===== src/hw/rtl/pic_pkg.sv =====
`default_nettype none

package pic_pkg;

  // source count and arbitration tree shape
  localparam int NUM_SOURCES = 28;
  localparam int SRC_W       = 5;
  localparam int LVL_W       = 4;
  localparam int PRIO_W      = 16;
  localparam int TREE_DEPTH  = $clog2(NUM_SOURCES);
  localparam int TREE_LEAVES = 1 << TREE_DEPTH;

  // apb register map
  localparam int ADDR_W = 4;
  localparam int DATA_W = 32;

  // fixed levels of the three external lines, one nibble each
  localparam logic [PRIO_W-1:0] FIXED_LEVELS = 16'h0246;

  // all sources enabled out of reset
  localparam logic [NUM_SOURCES-1:0] ENABLE_RESET = '1;

  typedef enum logic [2:0] {
    MODE_QUERY     = 3'd0,
    MODE_SET_PEND  = 3'd1,
    MODE_CLR_PEND  = 3'd2,
    MODE_ENABLE    = 3'd3,
    MODE_DISABLE   = 3'd4
  } mode_t;

  typedef enum logic [1:0] {
    REG_PRIO_A = 2'd0,
    REG_PRIO_B = 2'd1,
    REG_PRIO_C = 2'd2
  } reg_idx_t;

  typedef enum logic [1:0] {
    BANK_FIXED = 2'd0,
    BANK_A     = 2'd1,
    BANK_B     = 2'd2,
    BANK_C     = 2'd3
  } bank_t;

  // which register holds each source's priority, and at which nibble
  localparam bank_t PRIO_BANK [NUM_SOURCES] = '{
    BANK_FIXED, BANK_FIXED, BANK_FIXED, BANK_C, BANK_C, BANK_C, BANK_C,
    BANK_C, BANK_C, BANK_C, BANK_A, BANK_A, BANK_A, BANK_A,
    BANK_A, BANK_A, BANK_A, BANK_B, BANK_B, BANK_B, BANK_B,
    BANK_C, BANK_C, BANK_C, BANK_C, BANK_B, BANK_B, BANK_A
  };

  localparam logic [3:0] PRIO_SHIFT [NUM_SOURCES] = '{
    4'd0, 4'd4, 4'd8, 4'd0, 4'd12, 4'd8, 4'd8,
    4'd8, 4'd8, 4'd8, 4'd12, 4'd8, 4'd4, 4'd4,
    4'd0, 4'd0, 4'd0, 4'd4, 4'd4, 4'd4, 4'd4,
    4'd4, 4'd4, 4'd4, 4'd4, 4'd12, 4'd8, 4'd8
  };

  typedef struct packed {
    logic [PRIO_W-1:0] a;
    logic [PRIO_W-1:0] b;
    logic [PRIO_W-1:0] c;
  } prio_regs_t;

  // snapshot of one item after its pending/enable update
  typedef struct packed {
    logic [NUM_SOURCES-1:0] active;
    logic                   blk;
    logic [LVL_W-1:0]       mask_level;
  } item_t;

  // priority level of one source (idx is a constant at every call)
  function automatic logic [LVL_W-1:0] src_level(input int idx, input prio_regs_t p);
    logic [PRIO_W-1:0] word;
    case (PRIO_BANK[idx])
      BANK_A:  word = p.a;
      BANK_B:  word = p.b;
      BANK_C:  word = p.c;
      default: word = FIXED_LEVELS;
    endcase
    return word[PRIO_SHIFT[idx] +: LVL_W];
  endfunction

endpackage

`default_nettype wire


===== src/hw/rtl/priority_interrupt_controller_core.sv =====
// each input transfer passes through the snapshot stage and then the result register
// throughput: one item per cycle while out_ready holds, one pass through the 28-way level compare tree
// an input transfer is taken while the result register drains in the same cycle
// reset: synchronous, active high; pending bits clear, enable bits set,
// priority registers zero, both pipeline stages empty
`default_nettype none

module priority_interrupt_controller_core
  import pic_pkg::*;
(
  input  wire logic              clk,
  input  wire logic              rst,
  input  wire logic              in_valid,
  output logic                   in_ready,
  input  wire logic [2:0]        mode,
  input  wire logic [SRC_W-1:0]  source,
  input  wire logic              cpu_block,
  input  wire logic [LVL_W-1:0]  cpu_mask_level,
  output logic                   out_valid,
  input  wire logic              out_ready,
  output logic                   request,
  output logic [SRC_W-1:0]       winner_source,
  output logic [LVL_W-1:0]       winner_level,
  input  wire logic              psel,
  input  wire logic              penable,
  input  wire logic              pwrite,
  input  wire logic [ADDR_W-1:0] paddr,
  input  wire logic [DATA_W-1:0] pwdata,
  output logic      [DATA_W-1:0] prdata,
  output logic                   pready
);

  prio_regs_t prio;
  item_t      s1_item;
  logic       s1_valid;
  logic       advance;

  // priority registers
  pic_cfg u_cfg (
    .clk     (clk),
    .rst     (rst),
    .psel    (psel),
    .penable (penable),
    .pwrite  (pwrite),
    .paddr   (paddr),
    .pwdata  (pwdata),
    .prdata  (prdata),
    .pready  (pready),
    .prio    (prio)
  );

  // pending/enable update and snapshot
  pic_state u_state (
    .clk            (clk),
    .rst            (rst),
    .in_valid       (in_valid),
    .in_ready       (in_ready),
    .mode           (mode),
    .source         (source),
    .cpu_block      (cpu_block),
    .cpu_mask_level (cpu_mask_level),
    .advance        (advance),
    .s1_valid       (s1_valid),
    .s1_item        (s1_item)
  );

  // winner select and result register
  pic_arbiter u_arb (
    .clk           (clk),
    .rst           (rst),
    .s1_valid      (s1_valid),
    .s1_item       (s1_item),
    .prio          (prio),
    .advance       (advance),
    .out_valid     (out_valid),
    .out_ready     (out_ready),
    .request       (request),
    .winner_source (winner_source),
    .winner_level  (winner_level)
  );

  // a request always names a nonzero level and a real source
  a_req_level: assert property (@(posedge clk) disable iff (rst)
    out_valid && request |-> (winner_level != '0) && (winner_source < SRC_W'(NUM_SOURCES)))
    else $error("request with bad winner");

  // no request reports zeros
  a_idle_zero: assert property (@(posedge clk) disable iff (rst)
    out_valid && !request |-> (winner_level == '0) && (winner_source == '0))
    else $error("no request but winner fields set");

  // the input side never stalls while the snapshot stage is empty
  a_ready_free: assert property (@(posedge clk) disable iff (rst)
    !s1_valid |-> in_ready)
    else $error("input stalled with empty snapshot stage");

  // a blocked item never requests
  a_block: assert property (@(posedge clk) disable iff (rst)
    s1_valid && advance && s1_item.blk |=> out_valid && !request)
    else $error("request while cpu blocked");

endmodule

`default_nettype wire


===== src/hw/rtl/pic_cfg.sv =====
`default_nettype none

module pic_cfg
  import pic_pkg::*;
(
  input  wire logic              clk,
  input  wire logic              rst,
  input  wire logic              psel,
  input  wire logic              penable,
  input  wire logic              pwrite,
  input  wire logic [ADDR_W-1:0] paddr,
  input  wire logic [DATA_W-1:0] pwdata,
  output logic      [DATA_W-1:0] prdata,
  output logic                   pready,
  output prio_regs_t             prio
);

  logic     wr_en;
  reg_idx_t idx;

  assign pready = 1'b1;
  assign wr_en  = psel && penable && pwrite;
  assign idx    = reg_idx_t'(paddr[3:2]);

  // register writes, out-of-range index is dropped
  always_ff @(posedge clk) begin
    if (rst) begin
      prio <= '0;
    end else if (wr_en) begin
      case (idx)
        REG_PRIO_A: prio.a <= pwdata[PRIO_W-1:0];
        REG_PRIO_B: prio.b <= pwdata[PRIO_W-1:0];
        REG_PRIO_C: prio.c <= pwdata[PRIO_W-1:0];
        default: ;
      endcase
    end
  end

  // read back
  always_comb begin
    case (idx)
      REG_PRIO_A: prdata = DATA_W'(prio.a);
      REG_PRIO_B: prdata = DATA_W'(prio.b);
      REG_PRIO_C: prdata = DATA_W'(prio.c);
      default:    prdata = '0;
    endcase
  end

endmodule

`default_nettype wire


===== src/hw/rtl/pic_state.sv =====
`default_nettype none

module pic_state
  import pic_pkg::*;
(
  input  wire logic             clk,
  input  wire logic             rst,
  input  wire logic             in_valid,
  output logic                  in_ready,
  input  wire logic [2:0]       mode,
  input  wire logic [SRC_W-1:0] source,
  input  wire logic             cpu_block,
  input  wire logic [LVL_W-1:0] cpu_mask_level,
  input  wire logic             advance,
  output logic                  s1_valid,
  output item_t                 s1_item
);

  logic [NUM_SOURCES-1:0] pending;
  logic [NUM_SOURCES-1:0] pending_next;
  logic [NUM_SOURCES-1:0] enable;
  logic [NUM_SOURCES-1:0] enable_next;
  logic [NUM_SOURCES-1:0] bit_sel;
  logic                   in_range;
  logic                   xfer;

  // the snapshot stage frees up when its item moves into the result register
  assign in_ready = !s1_valid || advance;
  assign xfer     = in_valid && in_ready;
  assign in_range = source < SRC_W'(NUM_SOURCES);
  assign bit_sel  = NUM_SOURCES'(1) << source;

  // one pending/enable operation per item
  always_comb begin
    pending_next = pending;
    enable_next  = enable;
    if (in_range) begin
      case (mode_t'(mode))
        MODE_SET_PEND: pending_next = pending | bit_sel;
        MODE_CLR_PEND: pending_next = pending & ~bit_sel;
        MODE_ENABLE:   enable_next  = enable | bit_sel;
        MODE_DISABLE:  enable_next  = enable & ~bit_sel;
        default: ;
      endcase
    end
  end

  // source state
  always_ff @(posedge clk) begin
    if (rst) begin
      pending <= '0;
      enable  <= ENABLE_RESET;
    end else if (xfer) begin
      pending <= pending_next;
      enable  <= enable_next;
    end
  end

  // snapshot stage valid
  always_ff @(posedge clk) begin
    if (rst) begin
      s1_valid <= 1'b0;
    end else if (in_ready) begin
      s1_valid <= in_valid;
    end
  end

  // snapshot payload
  always_ff @(posedge clk) begin
    if (xfer) begin
      s1_item.active     <= pending_next & enable_next;
      s1_item.blk        <= cpu_block;
      s1_item.mask_level <= cpu_mask_level;
    end
  end

endmodule

`default_nettype wire


===== src/hw/rtl/pic_arbiter.sv =====
`default_nettype none

module pic_arbiter
  import pic_pkg::*;
(
  input  wire logic        clk,
  input  wire logic        rst,
  input  wire logic        s1_valid,
  input  wire item_t       s1_item,
  input  wire prio_regs_t  prio,
  output logic             advance,
  output logic             out_valid,
  input  wire logic        out_ready,
  output logic             request,
  output logic [SRC_W-1:0] winner_source,
  output logic [LVL_W-1:0] winner_level
);

  logic [LVL_W-1:0] node_lvl [TREE_DEPTH+1][TREE_LEAVES];
  logic [SRC_W-1:0] node_src [TREE_DEPTH+1][TREE_LEAVES];
  logic [LVL_W-1:0] src_lvl;
  logic [LVL_W-1:0] best_lvl;
  logic [SRC_W-1:0] best_src;

  assign advance = !out_valid || out_ready;

  // leaves hold the level of each eligible source, zero when not eligible,
  // then the compare tree picks the upper index on equal level
  always_comb begin
    src_lvl = '0;
    for (int i = 0; i < TREE_LEAVES; i++) begin
      node_src[0][i] = SRC_W'(i);
      node_lvl[0][i] = '0;
    end
    for (int i = 0; i < NUM_SOURCES; i++) begin
      src_lvl = src_level(i, prio);
      if (s1_item.active[i] && !s1_item.blk && (src_lvl > s1_item.mask_level)) begin
        node_lvl[0][i] = src_lvl;
      end
    end
    for (int k = 1; k <= TREE_DEPTH; k++) begin
      for (int j = 0; j < TREE_LEAVES; j++) begin
        node_lvl[k][j] = '0;
        node_src[k][j] = '0;
      end
      for (int j = 0; j < (TREE_LEAVES >> k); j++) begin
        if (node_lvl[k-1][2*j+1] >= node_lvl[k-1][2*j]) begin
          node_lvl[k][j] = node_lvl[k-1][2*j+1];
          node_src[k][j] = node_src[k-1][2*j+1];
        end else begin
          node_lvl[k][j] = node_lvl[k-1][2*j];
          node_src[k][j] = node_src[k-1][2*j];
        end
      end
    end
  end

  assign best_lvl = node_lvl[TREE_DEPTH][0];
  assign best_src = (best_lvl != '0) ? node_src[TREE_DEPTH][0] : '0;

  // result register valid
  always_ff @(posedge clk) begin
    if (rst) begin
      out_valid <= 1'b0;
    end else if (advance) begin
      out_valid <= s1_valid;
    end
  end

  // result register payload
  always_ff @(posedge clk) begin
    if (advance && s1_valid) begin
      request       <= best_lvl != '0;
      winner_source <= best_src;
      winner_level  <= best_lvl;
    end
  end

endmodule

`default_nettype wire

===== config.mk =====
export PLATFORM = sky130hd
export DESIGN_NAME = priority_interrupt_controller_core
export DESIGN_NICKNAME = d
export VERILOG_FILES = /design/src/hw/rtl/pic_pkg.sv /design/src/hw/rtl/priority_interrupt_controller_core.sv /design/src/hw/rtl/pic_cfg.sv /design/src/hw/rtl/pic_state.sv /design/src/hw/rtl/pic_arbiter.sv
export SDC_FILE = /design/constraint.sdc
export NUM_CORES = 1
export LEC_CHECK = 0
export BUFFER_PORTS_ARGS = -buffer_cell sky130_fd_sc_hd__buf_2
export CORE_ASPECT_RATIO = 1.25
export CORE_MARGIN = 10
export CORE_UTILIZATION = 40
export DETAILED_ROUTE_END_ITERATION = 16
export GPL_ROUTABILITY_DRIVEN = 0
export PLACE_DENSITY_LB_ADDON = 0.05
export SYNTH_ARGS = -nofsm -noshare
export SYNTH_HDL_FRONTEND = slang
export SYNTH_SLANG_ARGS = --single-unit

===== constraint.sdc =====
create_clock -name clk -period 30.5 [get_ports clk]
set_input_delay 3.05 -clock clk [delete_from_list [all_inputs] [get_ports clk]]
set_output_delay 3.05 -clock clk [all_outputs]
set_load 0.005 [all_outputs]

==> results of run 1 <==
cells in the mapped netlist (all sizes together), types with 6 or more instances:
cell / number / area share
nand2: 281 / 0.086
ha: 132 / 0.13
a21oi: 126 / 0.052
nor2: 125 / 0.038
dfxtp: 106 / 0.17
o21ai: 68 / 0.028
inv: 67 / 0.020
clkbuf: 63 / 0.021
a22oi: 50 / 0.030
nand3: 49 / 0.020
mux2i: 45 / 0.037
edfxtp: 43 / 0.10
a211oi: 31 / 0.020
a21o: 31 / 0.019
and3: 30 / 0.015
and2: 28 / 0.015
nand2b: 26 / 0.013
buf: 24 / 0.013
nor2b: 23 / 0.012
a221o: 20 / 0.016
o211ai: 20 / 0.012
mux2: 12 / 0.011
nand3b: 12 / 0.0073
nand4: 11 / 0.0056
a31oi: 9 / 0.0051
o21a: 9 / 0.0055
or2: 9 / 0.0046
a41oi: 8 / 0.0063
nor3: 8 / 0.0033
a2111oi: 6 / 0.0063
o2111ai: 6 / 0.0043
o22ai: 6 / 0.0030
final cells by class:
| cell class | instances | area (sq um) | share of cell area |
|---|---|---|---|
| Clock buffer | 17 | 425 | 0.0316 |
| Clock inverter | 15 | 193 | 0.0143 |
| Inverter | 67 | 251 | 0.0187 |
| Multi-Input combinational cell | 1272 | 8270 | 0.614 |
| Sequential cell | 149 | 3410 | 0.253 |
| Tap cell | 401 | 502 | 0.0372 |
| Timing Repair Buffer | 77 | 418 | 0.0310 |
metrics by stage:
stage / power (W) / worst slack, ns / instances / hold WS, ns / instance area, sq um
3_3_place_gp: 0.000268 / 17.53 / 1966 / 0.443 / 12900
2_1_floorplan: 0.000252 / 20.31 / 1576 / 0.436 / 12400
6_report: 0.000489 / 17.46 / 1998 / 0.455 / 13500
3_5_place_dp: 0.000269 / 17.53 / 1966 / 0.448 / 12900
4_1_cts: 0.000495 / 17.48 / 1998 / 0.458 / 13500
5_1_grt: 0.000507 / 16.57 / 1998 / 0.485 / 13500
kinds of logic (layout without fill, tap and decap cells):
group,Yosys count,in the layout,share of synthesized area
buf+inv,155,176,0.0566
other cells,2,17,0.000610
mux,57,57,0.0479
flops,149,149,0.277
fa+ha+maj,134,134,0.136
compound gates,441,441,0.249
simple gates,623,623,0.233
sequential cells by signal (all words and copies together), names as in the netlist:
name / cells
u_state.pending: 28
u_arb.winner_source: 5
u_arb.request: 1
u_state.enable: 28
u_cfg.prio: 48
u_arb.out_valid: 1
u_arb.winner_level: 4
u_state.s1_valid: 1
u_state.s1_item: 33
layer usage:
layer	vias to the layer above	wire, microns	global-route usage	share of wire
met4	0	699	0.0609	0.019
met2	220	18900	0.336	0.50
met3	39	1440	0.0263	0.038
li1	5709	-	-	-
met1	5385	16400	0.240	0.44
met5	-	0	0	0
critical path, delay by kind of cell, from the launching register on:
family                     cells  cell delay [ns]
DFF                            1             0.40
buffers and inverters          2             0.67
muxes                          1             0.49
adders and majority gates      7             2.19
AOI/OAI and AO/OA             23             6.69
and+or+nand+nor               10             2.33
power by group:
group / total [W] / switching (W) / internal [W]
clock: 0.000224 / 0.0000931 / 0.000131
combinational: 0.0000473 / 0.0000323 / 0.0000150
sequential: 0.000217 / 0.00000617 / 0.000211
total: 0.000489 / 0.000132 / 0.000357
worst paths after layout:
path	from	end	slack, ns	cells past startpoint
worst max register to register	u_state.s1_item[3]	u_arb.winner_source[0]	17.46	43
worst min register to register	u_cfg.prio[18]	u_cfg.prio[18]	0.45	2
worst min-delay path	u_cfg.prio[18]	u_cfg.prio[18]	0.45	2
worst max-delay path	u_state.s1_item[3]	u_arb.winner_source[0]	17.46	43
==> impl_metrics.csv, run 1 <==
group,metric,value,unit
drt,routedWlPerCell,18.8,microns
cells_and_area,syn2layout_area_growth,9.43,%
clock_network,cts_buffers,17,
timing,slew_headroom,0.212,
synthesis,avgSynthCellArea,7.89,sq um
clock_network,cts.clk_slew.worst_paths,0.07,ns
synthesis,synth_seq_cells,149,
grt,track_usage,0.193,
cells_and_area,fillCellCount,3078,
setup_path,crit_path_end_kind,"flop",
floorplan,fp.dieW,177,microns
floorplan,row_count,71,
drt,wirelength,37500,microns
timing,grt_setup_unrepaired,"no",
timing,hold_violations,0,
clock_network,cts_sinks,149,
cells_and_area,layout_common_cells,"nand2_1 (281), ha_1 (132), a21oi_1 (125)",
synthesis,ys.flop_type,"dfxtp_1",
worst_hold_path,min_path_type,"flop to flop",
timing,final.setup.tns,0,ns
grt,grt_pass1_vias,10694,
setup_path,slowest_stage,"a21boi_1",
timing,max_freq,76.7,MHz
cells_and_area,fin_util,0.446,
clock_network,cts-resized-gates,0,
drt,drc,0,
clock_network,cts_setup_buffers,0,
floorplan,dieArea,38200,sq um
drt,num_vias,11353,
synthesis,ys_types,88,
cells_and_area,final_nets,1772,
clock_network,worstSkewPairLatency,0.44,ns
synthesis,synthCells,1561,
floorplan,start_util,0.408,
clock_network,hold_buffers,0,
cells_and_area,layout-drive-gt1-share,0.100,
timing,setup_viol,0,
synthesis,async_flop_share,0,
synthesis,yosysWarnings,0,
timing,fin_crit_sh,0.428,
grt,antenna_found_initial,0,
timing,skew,0.0171,ns
cells_and_area,diodes,0,
timing,slew_violations,0,
clock_network,cts_tree,"yes",
setup_path,timing.setup.critical_path_class,"flop to flop",
synthesis,synth_edf_count,43,
place,dp_hpwl,27900,microns
pwr,powerDensity,36.3,nW/um^2
cells_and_area,final_common_cell,"nand2_1",
grt,grt_max_degree,77,
clock_network,htreeDepth,4,
run_status,status,"finished, final reports clean",
timing,period_needed,13.04,ns
pwr,ir_drop,0.0000339,V
timing,tightest_slew,1.18,ns
drt,via_per_inst,5.68,
pwr,leakagePower,5.44,nW
floorplan,die_y,216,microns
synthesis,yosysSeqAreaShare,0.277,
drt,drt.antenna.violating_nets,0,
floorplan,ios,101,
grt,overflow,0,
grt,grt_pass1_wl,58900,microns
drt,drt-initial-drc-count,707,
setup_path,cp.required,30.67,ns
setup_path,worstPathMaxFanout,15,
setup_path,cp.arrival,13.21,ns
drt,drt_pass1_iterations,5,
setup_path,start_kind,"flop",
clock_network,root_buffer,"clkbuf_16",
floorplan,core,30200,sq um
synthesis,synthesis.area,12300,sq um
setup_path,crit_top_cell,"a21o_1",
flow_run,cap_viol_max_count,0,
clock_network,clockBufferDepth,2,
setup_path,crit_path_max_incr_delay,0.77,ns
place,port_buffers,65,
Note: power is estimated with default switching activity, not from simulation.
==> inputs of run 2 (changes only) <==
- clock period: 30.5 -> 12.66 ns (I/O delays scaled with it)
==> run 2 against run 1 <==
  * First-iteration DRC count grew 4.4%
  * Clock power increased by 120%
  * Via count fell by 0.39%
  * Combinational power rose by 140%
  * Critical path depth rose by 2
  * Critical path type unchanged
==> impl_metrics.csv, run 2 (synthesis gave the netlist of run 1 again) <==
group,metric,value,unit
clock_network,cts.clk_slew.worst_paths,0.07,ns
drt,via_per_inst,5.64,
grt,track_usage,0.192,
timing,final.setup.tns,0,ns
drt,drt_pass1_iterations,5,
timing,setup_viol,0,
setup_path,start_kind,"flop",
setup_path,timing.setup.critical_path_class,"flop to flop",
drt,routedWlPerCell,18.7,microns
setup_path,crit_top_cell,"a21o_1",
place,port_buffers,65,
cells_and_area,syn2layout_area_growth,9.57,%
setup_path,critPathTopFamily,"compound AO/OA/AOI/OAI gates",
grt,grt_pass1_wl,59000,microns
pwr,leakagePower,5.45,nW
place,dp_hpwl,28400,microns
clock_network,cts_sinks,149,
pwr,finalPower,0.00114,W
pwr,powerDensity,84.5,nW/um^2
cells_and_area,final_nets,1780,
setup_path,crit_path_max_incr_delay,0.61,ns
floorplan,ios,101,
floorplan,die_y,216,microns
clock_network,htreeDepth,4,
setup_path,cp.arrival,11.71,ns
timing,max_freq,86.7,MHz
run_status,status,"finished, final reports clean",
drt,drc,0,
setup_path,worstPathMaxFanout,18,
cells_and_area,diodes,0,
timing,grt_setup_unrepaired,"no",
cells_and_area,layout_common_cells,"nand2_1 (281), ha_1 (132), a21oi_1 (125)",
timing,skew,0.0119,ns
cells_and_area,largest_reg_flops,48,
cells_and_area,layout-drive-gt1-share,0.105,
setup_path,path_buf_inv,4,
floorplan,dieArea,38200,sq um
timing,slew_violations,0,
worst_hold_path,min_path_type,"flop to flop",
setup_path,crit_path_end_kind,"flop",
clock_network,cts_tree,"yes",
drt,drt.antenna.violating_nets,0,
clock_network,worstSkewPairLatency,0.43,ns
clock_network,cts_buffers,17,
timing,tightest_slew,1.16,ns
cells_and_area,final_area,13500,sq um
setup_path,cp.required,12.84,ns
floorplan,core,30200,sq um
place,placedInstanceArea,12900,sq um
drt,drt-initial-drc-count,738,
timing,period_needed,11.53,ns
floorplan,fp.dieW,177,microns
grt,overflow,0,
timing,hold_violations,0,
cells_and_area,fin_util,0.447,
timing,holdWs,0.457,ns
clock_network,hold_buffers,0,
pwr,ir_drop,0.0000811,V
flow_run,cap_viol_max_count,0,
setup_path,slowest_stage,"a21oi_1",
floorplan,start_util,0.408,
clock_network,clockBufferDepth,2,
clock_network,cts-resized-gates,0,
drt,wirelength,37600,microns
cells_and_area,regMostFlops,"u_cfg.prio",
cells_and_area,final_common_cell,"nand2_1",
timing,slew_headroom,0.221,
cells_and_area,largestRegisters,"u_cfg.prio (48), u_state.s1_item (33)",
clock_network,cts_setup_buffers,0,
floorplan,row_count,71,
grt,antenna_found_initial,1,
grt,grt_pass1_vias,10604,
timing,fin_crit_sh,0.911,
drt,num_vias,11309,
grt,grt_max_degree,93,
clock_network,root_buffer,"clkbuf_16",
## run 2: cell types whose count changed in the layout (fill, tap and decap cells not counted), sizes merged
cell,previous run,this run
inv,74,72
clkinv,5,7
buf,77,85
bufinv,3,1
clkinvlp,0,2
## run 2: area by class of cell
type / count / area, sq um
multi-input combinational: 1272 / 8270
fill: 3138 / 16700
sequential: 149 / 3410
clock buffer: 17 / 425
clock inverter: 15 / 148
tap: 401 / 502
inverter: 67 / 251
timing repair buffer: 85 / 478
## run 2: path summary, 6_finish.rpt
| check | start | endpoint | slack (ns) | cells after the start |
|---|---|---|---|---|
| max | u_state.s1_item[3] | u_arb.winner_source[2] | 1.13 | 45 |
| min reg2reg | u_cfg.prio[18] | u_cfg.prio[18] | 0.46 | 2 |
| min | u_cfg.prio[18] | u_cfg.prio[18] | 0.46 | 2 |
| max reg2reg | u_state.s1_item[3] | u_arb.winner_source[2] | 1.13 | 45 |
## run 2: worst register-to-register path: cells and delay by family, from the launching register on
| kind | cells | cell delay [ns] |
|---|---|---|
| DFF | 1 | 0.41 |
| and+or+nand+nor | 11 | 2.02 |
| adders and majority gates | 7 | 2.23 |
| AOI/OAI and AO/OA | 22 | 5.24 |
| muxes | 1 | 0.47 |
| buffers and inverters | 4 | 0.88 |
## run 2: through the flow
| step | std cells | setup WS [ns] |
|---|---|---|
| floorplan | 1576 | 2.47 |
| global placement | 1974 | 1.17 |
| detailed placement | 1974 | 1.10 |
| CTS | 2006 | 1.04 |
| global route | 2006 | 0.144 |
| finish | 2006 | 1.13 |
## run 2: routing by layer
| metal | wire [microns] | vias to the layer above | GRT usage |
|---|---|---|---|
| met3 | 1280 | 28 | 0.0219 |
| met4 | 714 | 0 | 0.0544 |
| met5 | 0 | - | 0 |
| met1 | 16700 | 5325 | 0.244 |
| met2 | 18900 | 227 | 0.333 |
| li1 | - | 5729 | - |
## run 2: report_power, final
group	internal, W	switching [W]	total (W)
sequential	0.000509	0.0000153	0.000524
combinational	0.0000371	0.0000774	0.000114
clock	0.000276	0.000225	0.000501
